## src/design/ppmq_pkg.sv

```systemverilog
// shared types and constants for the priority message queue
package ppmq_pkg;
  localparam int QueueDepth = 8;
  localparam int SlotW = $clog2(QueueDepth);
  localparam int MaxText = 256;

  typedef enum logic [2:0] {
    KIND_PUSH = 3'd0, KIND_TICK = 3'd1, KIND_DISMISS_TAG = 3'd2,
    KIND_DISMISS_ACT = 3'd3, KIND_DISMISS_ALL = 3'd4, KIND_CLEAR = 3'd5
  } kind_e;

  localparam logic [2:0] ST_INVALID = 3'd0;
  localparam logic [2:0] ST_REPLACED = 3'd1;
  localparam logic [2:0] ST_SHOWN = 3'd2;
  localparam logic [2:0] ST_QUEUED = 3'd3;
  localparam logic [2:0] ST_DROPPED = 3'd4;
  localparam logic [2:0] ST_YES = 3'd5;
  localparam logic [2:0] ST_NO = 3'd6;

  typedef struct packed {
    logic        dism;
    logic        hold;
    logic [7:0]  dur;
    logic [1:0]  prio;
    logic        auto_tag;
    logic [15:0] tag;
  } meta_t;

  typedef struct packed {
    meta_t       meta;
    logic [15:0] pay;
    logic [31:0] seq;
  } entry_t;

  function automatic logic ranks_ahead(entry_t a, entry_t b);
    if (a.meta.prio != b.meta.prio) return a.meta.prio > b.meta.prio;
    return a.seq < b.seq;
  endfunction
endpackage

```

## src/design/preemptive_priority_message_queue.sv

```systemverilog
// top level of the preemptive priority message queue
// One command beat is taken when start_i is high and busy_o is low; its result beat shows
// for one cycle with done_o and the receiver cannot stall it. After accept a command
// scans the slots, applies and then shows its result; a tick, or a push that queues or
// displaces an entry, passes a finish state before the result, and a dismiss all that
// removes the active entry rescans the slots before that finish state. busy_o is already
// low in the result cycle, so the next command can be accepted there. A sequencer walks
// the waiting slots one per cycle through one tag compare and two rank compares to find
// a match, the best, the worst and a free slot, then applies.
module preemptive_priority_message_queue (
  input  logic        clk_i,
  input  logic        rst_ni,
  input  logic        start_i,
  output logic        busy_o,
  input  logic [2:0]  kind_i,
  input  logic [47:0] now_ms_i,
  input  logic [15:0] id_tag_i,
  input  logic        id_given_i,
  input  logic [9:0]  text_length_i,
  input  logic [1:0]  priority_req_i,
  input  logic [7:0]  duration_s_i,
  input  logic        hold_i,
  input  logic        dismissible_i,
  input  logic [15:0] payload_handle_i,
  output logic        done_o,
  output logic [2:0]  status_o,
  output logic [3:0]  removed_count_o,
  output logic        active_valid_o,
  output logic [15:0] active_tag_o,
  output logic        active_tag_auto_o,
  output logic [1:0]  active_level_o,
  output logic [15:0] active_handle_o,
  output logic [31:0] dropped_count_o
);
  import ppmq_pkg::*;

  typedef enum logic [2:0] {S_IDLE, S_SCAN, S_APPLY, S_SCAN2, S_FIN, S_OUT} state_e;

  state_e                state_q;
  logic [SlotW-1:0]      idx_q;
  logic [2:0]            kind_q;
  logic [47:0]           now_q, start_q;
  logic [16:0]           id_q;
  entry_t                new_q, act_q;
  logic                  act_v_q;
  logic                  len_ok_q;
  logic [QueueDepth-1:0] sv_q;
  entry_t                slot_q [QueueDepth];
  logic [31:0]           nseq_q, drop_q;
  logic                  mf_q, bf_q, wf_q, ff_q;
  logic [SlotW-1:0]      mi_q, bi_q, wi_q, fi_q;
  logic [2:0]            st_q;
  logic [3:0]            rem_q;
  logic                  pend_q;
  entry_t                pend_e_q;
  logic                  bp_q;
  logic [16:0]           bid_q;

  logic [SlotW-1:0] ix;
  entry_t           cur;
  logic             cur_v;
  logic [47:0]      elapsed;
  logic [17:0]      dur_ms;

  assign ix = idx_q;
  assign cur = slot_q[ix];
  assign cur_v = sv_q[ix];
  assign elapsed = (now_ms_i < start_q) ? 48'd0 : now_ms_i - start_q;
  assign dur_ms = 18'(act_q.meta.dur) * 18'd1000;
  assign busy_o = (state_q != S_IDLE);

  always_ff @(posedge clk_i or negedge rst_ni) begin
    if (!rst_ni) begin
      state_q <= S_IDLE;
      idx_q <= '0;
      act_v_q <= 1'b0;
      sv_q <= '0;
      nseq_q <= '0;
      drop_q <= '0;
      done_o <= 1'b0;
      pend_q <= 1'b0;
      act_q <= '0;
      start_q <= '0;
    end else begin
      done_o <= 1'b0;
      case (state_q)
        S_IDLE: if (start_i) begin
          kind_q <= kind_i;
          now_q <= now_ms_i;
          id_q <= {~id_given_i,
                   (kind_i == KIND_PUSH && !id_given_i) ? nseq_q[15:0] : id_tag_i};
          len_ok_q <= (text_length_i != 10'd0) && (text_length_i <= 10'(MaxText));
          new_q.meta <= {dismissible_i, hold_i,
                         (duration_s_i == 8'd0) ? 8'd1 : duration_s_i,
                         priority_req_i, ~id_given_i, id_given_i ? id_tag_i : nseq_q[15:0]};
          new_q.pay <= payload_handle_i;
          new_q.seq <= nseq_q;
          if (kind_i == KIND_DISMISS_ACT) id_q <= {act_q.meta.auto_tag, act_q.meta.tag};
          bp_q <= act_v_q;
          bid_q <= act_v_q ? {act_q.meta.auto_tag, act_q.meta.tag} : 17'd0;
          rem_q <= '0;
          st_q <= ST_NO;
          pend_q <= 1'b0;
          {mf_q, bf_q, wf_q, ff_q} <= '0;
          idx_q <= '0;
          state_q <= S_SCAN;
          // tick expiry decided up front
          if (kind_i == KIND_TICK && act_v_q && !act_q.meta.hold) begin
            if (elapsed >= 48'(dur_ms))
              act_v_q <= 1'b0;
          end
        end
        S_SCAN, S_SCAN2: begin
          if (cur_v) begin
            if (!mf_q && {cur.meta.auto_tag, cur.meta.tag} == id_q) begin
              mf_q <= 1'b1; mi_q <= ix;
            end
            if (!bf_q || ranks_ahead(cur, slot_q[bi_q])) begin
              bf_q <= 1'b1; bi_q <= ix;
            end
            if (!wf_q || ranks_ahead(slot_q[wi_q], cur)) begin
              wf_q <= 1'b1; wi_q <= ix;
            end
            if (kind_q == KIND_DISMISS_ALL && state_q == S_SCAN && cur.meta.dism) begin
              sv_q[ix] <= 1'b0;
              rem_q <= rem_q + 4'd1;
            end
          end else if (!ff_q) begin
            ff_q <= 1'b1; fi_q <= ix;
          end
          if (idx_q == SlotW'(QueueDepth - 1)) begin
            state_q <= (state_q == S_SCAN) ? S_APPLY : S_FIN;
            idx_q <= '0;
          end else idx_q <= idx_q + SlotW'(1);
        end
        S_APPLY: begin
          state_q <= S_OUT;
          case (kind_q)
            KIND_PUSH: begin
              if (!len_ok_q) st_q <= ST_INVALID;
              else if (act_v_q && {act_q.meta.auto_tag, act_q.meta.tag} == id_q) begin
                act_q.meta <= new_q.meta; act_q.pay <= new_q.pay; start_q <= now_q;
                st_q <= ST_REPLACED;
              end else if (mf_q) begin
                slot_q[mi_q].meta <= new_q.meta; slot_q[mi_q].pay <= new_q.pay;
                st_q <= ST_REPLACED;
              end else begin
                nseq_q <= nseq_q + 32'd1;
                if (!act_v_q) begin
                  act_v_q <= 1'b1; act_q <= new_q; start_q <= now_q; st_q <= ST_SHOWN;
                end else if (new_q.meta.prio > act_q.meta.prio) begin
                  act_q <= new_q; start_q <= now_q; st_q <= ST_SHOWN;
                  pend_q <= 1'b1; pend_e_q <= act_q; state_q <= S_FIN;
                end else begin
                  pend_q <= 1'b1; pend_e_q <= new_q; state_q <= S_FIN;
                end
              end
            end
            KIND_TICK: begin
              if (!act_v_q) begin
                if (bf_q) begin
                  act_q <= slot_q[bi_q]; act_v_q <= 1'b1; start_q <= now_q;
                  sv_q[bi_q] <= 1'b0;
                end
              end else if (bf_q && slot_q[bi_q].meta.prio > act_q.meta.prio) begin
                act_q <= slot_q[bi_q]; start_q <= now_q; slot_q[bi_q] <= act_q;
              end
              state_q <= S_FIN;
            end
            KIND_DISMISS_TAG, KIND_DISMISS_ACT: begin
              if (kind_q == KIND_DISMISS_ACT && !act_v_q) st_q <= ST_NO;
              else if (act_v_q && {act_q.meta.auto_tag, act_q.meta.tag} == id_q) begin
                if (act_q.meta.dism) begin
                  st_q <= ST_YES; act_v_q <= 1'b0;
                  if (bf_q) begin
                    act_q <= slot_q[bi_q]; act_v_q <= 1'b1; start_q <= now_q;
                    sv_q[bi_q] <= 1'b0;
                  end
                end
              end else if (mf_q && slot_q[mi_q].meta.dism) begin
                sv_q[mi_q] <= 1'b0; st_q <= ST_YES;
              end
            end
            KIND_DISMISS_ALL: begin
              // rescan needed for best among the survivors
              if (act_v_q && act_q.meta.dism) begin
                act_v_q <= 1'b0;
                rem_q <= (rem_q == 4'd15) ? rem_q : rem_q + 4'd1;
                {bf_q, wf_q, mf_q, ff_q} <= '0;
                pend_q <= 1'b1;
                state_q <= S_SCAN2;
              end else st_q <= (rem_q != 4'd0) ? ST_YES : ST_NO;
            end
            KIND_CLEAR: begin
              sv_q <= '0; act_v_q <= 1'b0; drop_q <= '0; st_q <= ST_YES;
            end
            default: st_q <= ST_NO;
          endcase
        end
        S_FIN: begin
          state_q <= S_OUT;
          if (kind_q == KIND_TICK)
            st_q <= (bp_q != act_v_q ||
                     bid_q != (act_v_q ? {act_q.meta.auto_tag, act_q.meta.tag} : 17'd0))
                    ? ST_YES : ST_NO;
          else if (kind_q == KIND_DISMISS_ALL) begin
            st_q <= ST_YES;
            if (bf_q) begin
              act_q <= slot_q[bi_q]; act_v_q <= 1'b1; start_q <= now_q;
              sv_q[bi_q] <= 1'b0;
            end
          end else if (pend_q) begin
            if (ff_q) begin
              slot_q[fi_q] <= pend_e_q; sv_q[fi_q] <= 1'b1;
              if (st_q != ST_SHOWN) st_q <= ST_QUEUED;
            end else begin
              if (drop_q != 32'hFFFF_FFFF) drop_q <= drop_q + 32'd1;
              if (wf_q && ranks_ahead(pend_e_q, slot_q[wi_q])) begin
                slot_q[wi_q] <= pend_e_q;
                if (st_q != ST_SHOWN) st_q <= ST_QUEUED;
              end else if (st_q != ST_SHOWN) st_q <= ST_DROPPED;
            end
          end
        end
        S_OUT: begin
          done_o <= 1'b1;
          state_q <= S_IDLE;
        end
        default: state_q <= S_IDLE;
      endcase
    end
  end

  always_comb begin
    status_o = st_q;
    removed_count_o = (kind_q == KIND_DISMISS_ALL) ? rem_q : 4'd0;
    active_valid_o = act_v_q;
    active_tag_o = act_v_q ? act_q.meta.tag : 16'd0;
    active_tag_auto_o = act_v_q ? act_q.meta.auto_tag : 1'b0;
    active_level_o = act_v_q ? act_q.meta.prio : 2'd0;
    active_handle_o = act_v_q ? act_q.pay : 16'd0;
    dropped_count_o = drop_q;
  end

  a_done_after_out: assert property (@(posedge clk_i) disable iff (!rst_ni)
    state_q == S_OUT |=> done_o && state_q == S_IDLE) else $error("done missing");
  a_done_idle: assert property (@(posedge clk_i) disable iff (!rst_ni)
    done_o |-> !busy_o) else $error("done while busy");
  a_drop_mono: assert property (@(posedge clk_i) disable iff (!rst_ni)
    $past(kind_q) != KIND_CLEAR && $past(state_q) != S_IDLE |-> drop_q >= $past(drop_q))
    else $error("drop count fell");
endmodule

```

## config.mk

```make
export PLATFORM = sky130hd
export DESIGN_NAME = preemptive_priority_message_queue
export DESIGN_NICKNAME = d
export VERILOG_FILES = /design/src/design/ppmq_pkg.sv /design/src/design/preemptive_priority_message_queue.sv
export SDC_FILE = /design/constraint.sdc
export NUM_CORES = 2
export LEC_CHECK = 0
export BUFFER_PORTS_ARGS = -buffer_cell sky130_fd_sc_hd__buf_2
export CORE_MARGIN = 2
export CORE_UTILIZATION = 40
export CTS_CLUSTER_SIZE = 28
export DETAILED_ROUTE_END_ITERATION = 8
export PLACE_DENSITY_LB_ADDON = 0.1
export SYNTH_ARGS = -nofsm -noshare
export SYNTH_HDL_FRONTEND = slang
export SYNTH_SLANG_ARGS = --single-unit
export TNS_END_PERCENT = 1
```

## constraint.sdc

```tcl
create_clock -name clk_i -period 10.4 [get_ports clk_i]
set_clock_uncertainty 0.15 [all_clocks]
set_input_delay 1.04 -clock clk_i [delete_from_list [all_inputs] [get_ports clk_i]]
set_output_delay 1.04 -clock clk_i [all_outputs]
set_load 0.05 [all_outputs]
```

* Word level (Yosys, flattened, before mapping)
Memory sizes are Yosys's and may differ from the RTL's. A register that Yosys moved wholly into a read port is not among the register bits.
Index checks and enable logic that the tools add are counted.
** Operators by class
- Reductions and logical operators :: 71
- Muxes and demuxes :: 217
- Add/subtract/negate cells :: 5
- Bitwise gates (word level) :: 12
- $mul :: 1
- $lt $le $gt $ge :: 19
- Equality and inequality tests :: 73
** Operators by type and width (count)
- two-way mux 77 bit :: 17
- two-way mux 48 bit :: 14
- one-hot mux 77 bit (3 select lines) :: 1
- OR reduction 77 bit :: 3
- two-way mux 32 bit :: 7
- one-hot mux 77 bit (2 select lines) :: 1
- one-hot mux 48 bit (3 select lines) :: 1
- < comparator 32 bit :: 3
- two-way mux 8 bit :: 12
- one-hot mux 48 bit (2 select lines) :: 1
- two-way mux 1 bit :: 91
- two-way mux 3 bit :: 30
- adder 32 x 1 -> 32 bit (second input constant) :: 2
- two-way mux 16 bit :: 4
- one-hot mux 32 bit (2 select lines) :: 1
- greater-or-equal comparator 48 x 18 -> 1 bit :: 1
- < comparator 48 bit :: 1
- one-hot mux 8 bit (3 select lines) :: 2
- subtractor 48 bit :: 1
- two-way mux 45 bit :: 1
- inequality test 2 bit (second input constant) :: 21
- inequality test 3 bit (second input constant) :: 13
- AND reduction 7 bit :: 5
- equality test 17 bit :: 2
- 61 further kinds :: 163
** Word-level totals
- Bits in writable memories :: 616
- Memories kept :: 1
- Output and inout bits :: 77
- Word-level logic and storage cells :: 448
- Register bits after elaboration :: 470
** Memory list
- slot_q :: words 8, bits a word 77, rd ports 4, clocked after memory_dff 3, wr ports 1, line preemptive_priority_message_queue.sv:48 : entry_t slot_q [QueueDepth];

* Longest topological paths before layout
- Depth after elaboration :: 24
- Gate-level depth with buffers :: 29
- Depth with buffers taken out :: 29

* Worst setup path before layout
Ideal clock, no wire load.
- Path type :: register to register
- Start point :: reg state_q[2]
- End point :: reg bid_q[0], enable pin
- Setup slack :: 1.435 ns
- Data arrival time :: 8.120 ns
- Stages on the path, launching flop included :: 5
- Required time :: 9.555 ns
- Path buffers :: 2
- Setup time :: 0.695 ns
- Path through :: dfrtp_1 clkbuf_1 or3_1 clkbuf_1 nor2_1
** On the way
- Word-level cells in the longest chain between the ends :: 2
** Ends and longest elaborated chain
- from (decl) :: line preemptive_priority_message_queue.sv:39 : state_e state_q;
- from (signal assigned) :: line preemptive_priority_message_queue.sv:132 : state_q <= (state_q == S_SCAN) ? S_APPLY : S_FIN;
- zero test 3 bit :: line preemptive_priority_message_queue.sv:86 : case (state_q)
- AND reduction 3 bit (no line)
- to (signal assigned) :: line preemptive_priority_message_queue.sv:100 : bid_q <= act_v_q ? {act_q.meta.auto_tag, act_q.meta.tag} : 17'd0;
- to (decl) :: line preemptive_priority_message_queue.sv:57 : logic [16:0] bid_q;
Every way passes these cells.
A chain may end at the register's enable or synchronous reset.

==> key figures <==
Floorplanning
  – # rows: 139
  – Die area: 147000 µm²
  – CORE AREA: 143000 µm²
  – Io pins: 186
  – Chip Width: around 380 µm
  – Initial core utilization: 40.1%
  – Die H: 383 µm

Synthesis
  – Synth Register Bits: roughly 1100
  – YS warnings: 0
  – Synthesized area: 57400 µm²
  – EDFF count, synth: 880
  – Avg Synthesized Cell Area: 13.2 µm²
  – Cell variety after synth: 90
  – Sequential area share after synthesis: a little under three fifths
  – Net count after synthesis: 4690
  – Top FF cell, synth: edfxtp_1
  – Syn Inst Count: between 4000 and 5000
  – FFs w/ async S/R, synth: a little under a fifth

Global route
  – Vias in the first global route: 38946
  – GRT busiest layer: met2
  – GRT Util Overall: roughly a quarter
  – Met2 Use GR: 39.2%
  – Largest net degree at the start of global routing: 112
  – Initial antenna violation count: 8
  – Grt met3 use: 2.94%
  – Grt ovf: 0
  – Met1 usage: about a third
  – Global-route wire length before repair: approximately 260000 µm

Layout
  – Sequential cell area: approximately 32000 µm²
  – Final core occ: a little under half
  – NumNets Final: between 4000 and 5000
  – Layout cells sized above 1: 19.5%
  – Filler cells: 12909
  – Area grow syn2layout: 12.8%
  – Most frequent cells in the layout: edfxtp_1, nand2_1, o21ai_0
  – Most common cell after layout, fill and taps aside: edfxtp_1
  – Multi-input logic area: 24200 µm²

Clocking
  – H-tree Lvls: 3
  – CTS Root Buffer Type: clkbuf_16
  – CTS tree: built
  – CTS Hold Buffers Added: 0
  – Clk sinks: 1095
  – CTS resizes: 0
  – Worst-path clk slew: about 60 ps
  – Postcts setup bufs: 0
  – Clock Latency Late Sink: 790 ps
  – CTS max path bufs: 3
  – Total CTS buffers: between 100 and 150

Status
  – Status: finished clean

STA
  – Hold Slack: 79.2 ps
  – Final setup viols: 0
  – Slew @ Worst Pin: approximately 1200 ps
  – Tcrit/Tclk final: 72.0%
  – Slew margin rel.: roughly a fifth
  – Fmax: 0.134 GHz
  – Fin crit period: 7480 ps
  – RSZ-0062 raised after global routing: false
  – Max Transition Viols Final: 0
  – Final count of hold timing violations: 0
  – Setup TNS: 0 ps

Setup path
  – Nature of the critical path endpoint: flop
  – CP max stage delay: around 930 ps
  – CP required: 10710 ps
  – Critical path's top delay family: compound AO/OA/AOI/OAI gates
  – Crit Path Max Fanout: 43
  – Arrival time worst endpoint: 7790 ps
  – Crit-path slowest cell: o21ai_4
  – Critical Path, Cell by Cell: buf_4, mux4_2, mux2i_1, ha_1, a21o_1, a21o_1, a21oi_1, nor2_1, a211oi_1, o2111ai_1, nand4_1, nand2_1, nand2b_4, nor2_1, buf_4, o21ai_4, buf_4
  – CP Launch Type: flop
  – WP buf/inv: 3
  – Critical path type: flop to flop
  – CP dominant cell by count: buf_4

Drt
  – Drt drc: 0
  – Vias per cell: 5.93
  – DR WL/cell: 27.3 µm
  – DRT Pass-1 Iters: 6
  – Post-Route WL: around 180000 µm
  – Routed via count: 38569
  – DRT iter0 DRCs: 3459
  – Post-route ant nets: 0

Placed design
  – GP Congestion: 0.859
  – I/O Buffers: 185
  – HPWL Detailed: 113000 µm

Run
  – Max Cap Viol: 0

Min path
  – Worst Hold Class: input port to async pin

Power
  – Leakage power: 0.0233 µW
  – Total power divided by cell area: 279 nW/µm²
  – Worst vdd ir: approximately 0.00032 V
  – Tot Pwr: 18100 µW
-- cell families (layout without fill, tap and decap cells) --
| family | Yosys count | count (layout) | share of synthesized area, % |
|---|---|---|---|
| buffers and inverters | 456 | 705 | 3.16 |
| AND/OR/NAND/NOR | 903 | 903 | 7.66 |
| adder cells (fa/ha/maj) | 235 | 235 | 5.41 |
| flip-flops | 1095 | 1095 | 55.3 |
| XOR/XNOR | 142 | 142 | 2.16 |
| AO/OA/AOI/OAI | 954 | 954 | 11.1 |
| other | 0 | 4 | 0 |
| multiplexers | 561 | 561 | 15.2 |
-- routing by layer --
layer	vias to the layer above	wire length, µm
met3	244	10200
met4	0	4380
met1	19862	78000
met5	-	0
met2	1353	84700
li1	17110	-
-- sequential cells by signal, indices dropped and copies added (netlist names), 4 cells and up, named ones only --
register and cells:
pend_e_q 77, sv_q 8, act_q 77, new_q 77
id_q 17, nseq_q 32, start_q 48, rem_q 4
slot_q 616, bid_q 17, now_q 48, dropped_count_o 32
-- stage by stage --
step	instance area, µm²	setup slack (ps)	instances
after global routing	64800	2480	6502
final	64800	2920	6502
after CTS	64800	2730	6498
after floorplan	57400	1440	4346
after global placement	60700	2920	6269
after detailed placement	60700	2780	6269
-- final timing paths --
path,end,slack [ps],cells past startpoint,from
hold / removal,done_o$_DFF_PN0_,80,1,rst_ni
max in group asynchronous,act_q[27]$_DFFE_PN0P_,8790,2,rst_ni
hold reg to reg,start_q[43]$_DFFE_PN0P_,310,1,now_q[43]$_DFFE_PP_
setup reg to reg,slot_q[4][30]$_DFFE_PP_,2920,17,flop
min in group clk_i,new_q[47]$_DFFE_PP_,280,1,payload_handle_i[15]
setup / recovery,slot_q[4][30]$_DFFE_PP_,2920,17,flop
-- synthesized netlist by cell type (8+ instances only) --
library cell    n  area, µm²
edfxtp_1      880      26400
and2_1         41        257
buf_2          30        150
nand2b_1       29        181
nor3_1         50        250
mux2i_1       186       1860
buf_1          42        158
o21bai_1        8       60.1
buf_6           8       90.1
a22o_1        137       1200
o21ai_0       266       1330
ha_1          213       2670
fa_1           22        440
o32a_1          8       80.1
mux4_2        224       5040
dfrtp_1       206       5150
a21oi_1       153        766
xnor2_1        68        596
nor2_1        206        773
o211ai_1       14        105
mux2_4         30        450
nor2b_1        22        138
a31oi_1        22        138
nand2_1       303       1140
a21o_1         45        338
a22oi_1       160       1200
nand3_1        53        265
nor4_1         24        150
or3_1          18        113
nand4_1        58        363
clkbuf_1      162        608
xor2_1         74        648
inv_1         211        792
a221oi_1       21        184
o31ai_1         9       67.6
dfxtp_1         9        180
a211oi_1       15        113
mux2_2        115       1290
o21a_1         18        135
and4_1         23        201
and3_1         39        244
-- worst reg2reg max path: cells and delay by family, from the launching register on --
family	cells	cell delay, ps
and+or+nand+nor	5	1500
AOI/OAI and AO/OA	6	2080
DFF	1	880
muxes	2	860
buffers and inverters	3	1410
adders and majority gates	1	290
-- where the power goes --
part           switching [µW]  total, µW  internal, µW
logic                    4680       7910          3220
registers                 532       5740          5200
clock network            1870       4440          2570
-- final cells by class --
class | count | area share (%)
diodes | 4 | 0.0154
well taps | 1903 | 3.67
clock buffers | 153 | 5.01
repair buffers | 264 | 2.42
clock inverters | 76 | 1.35
inverters | 212 | 1.23
multi-input cells | 2795 | 37.3
flip-flops and latches | 1095 | 49.0
Note: power is estimated with default switching activity, not from simulation.
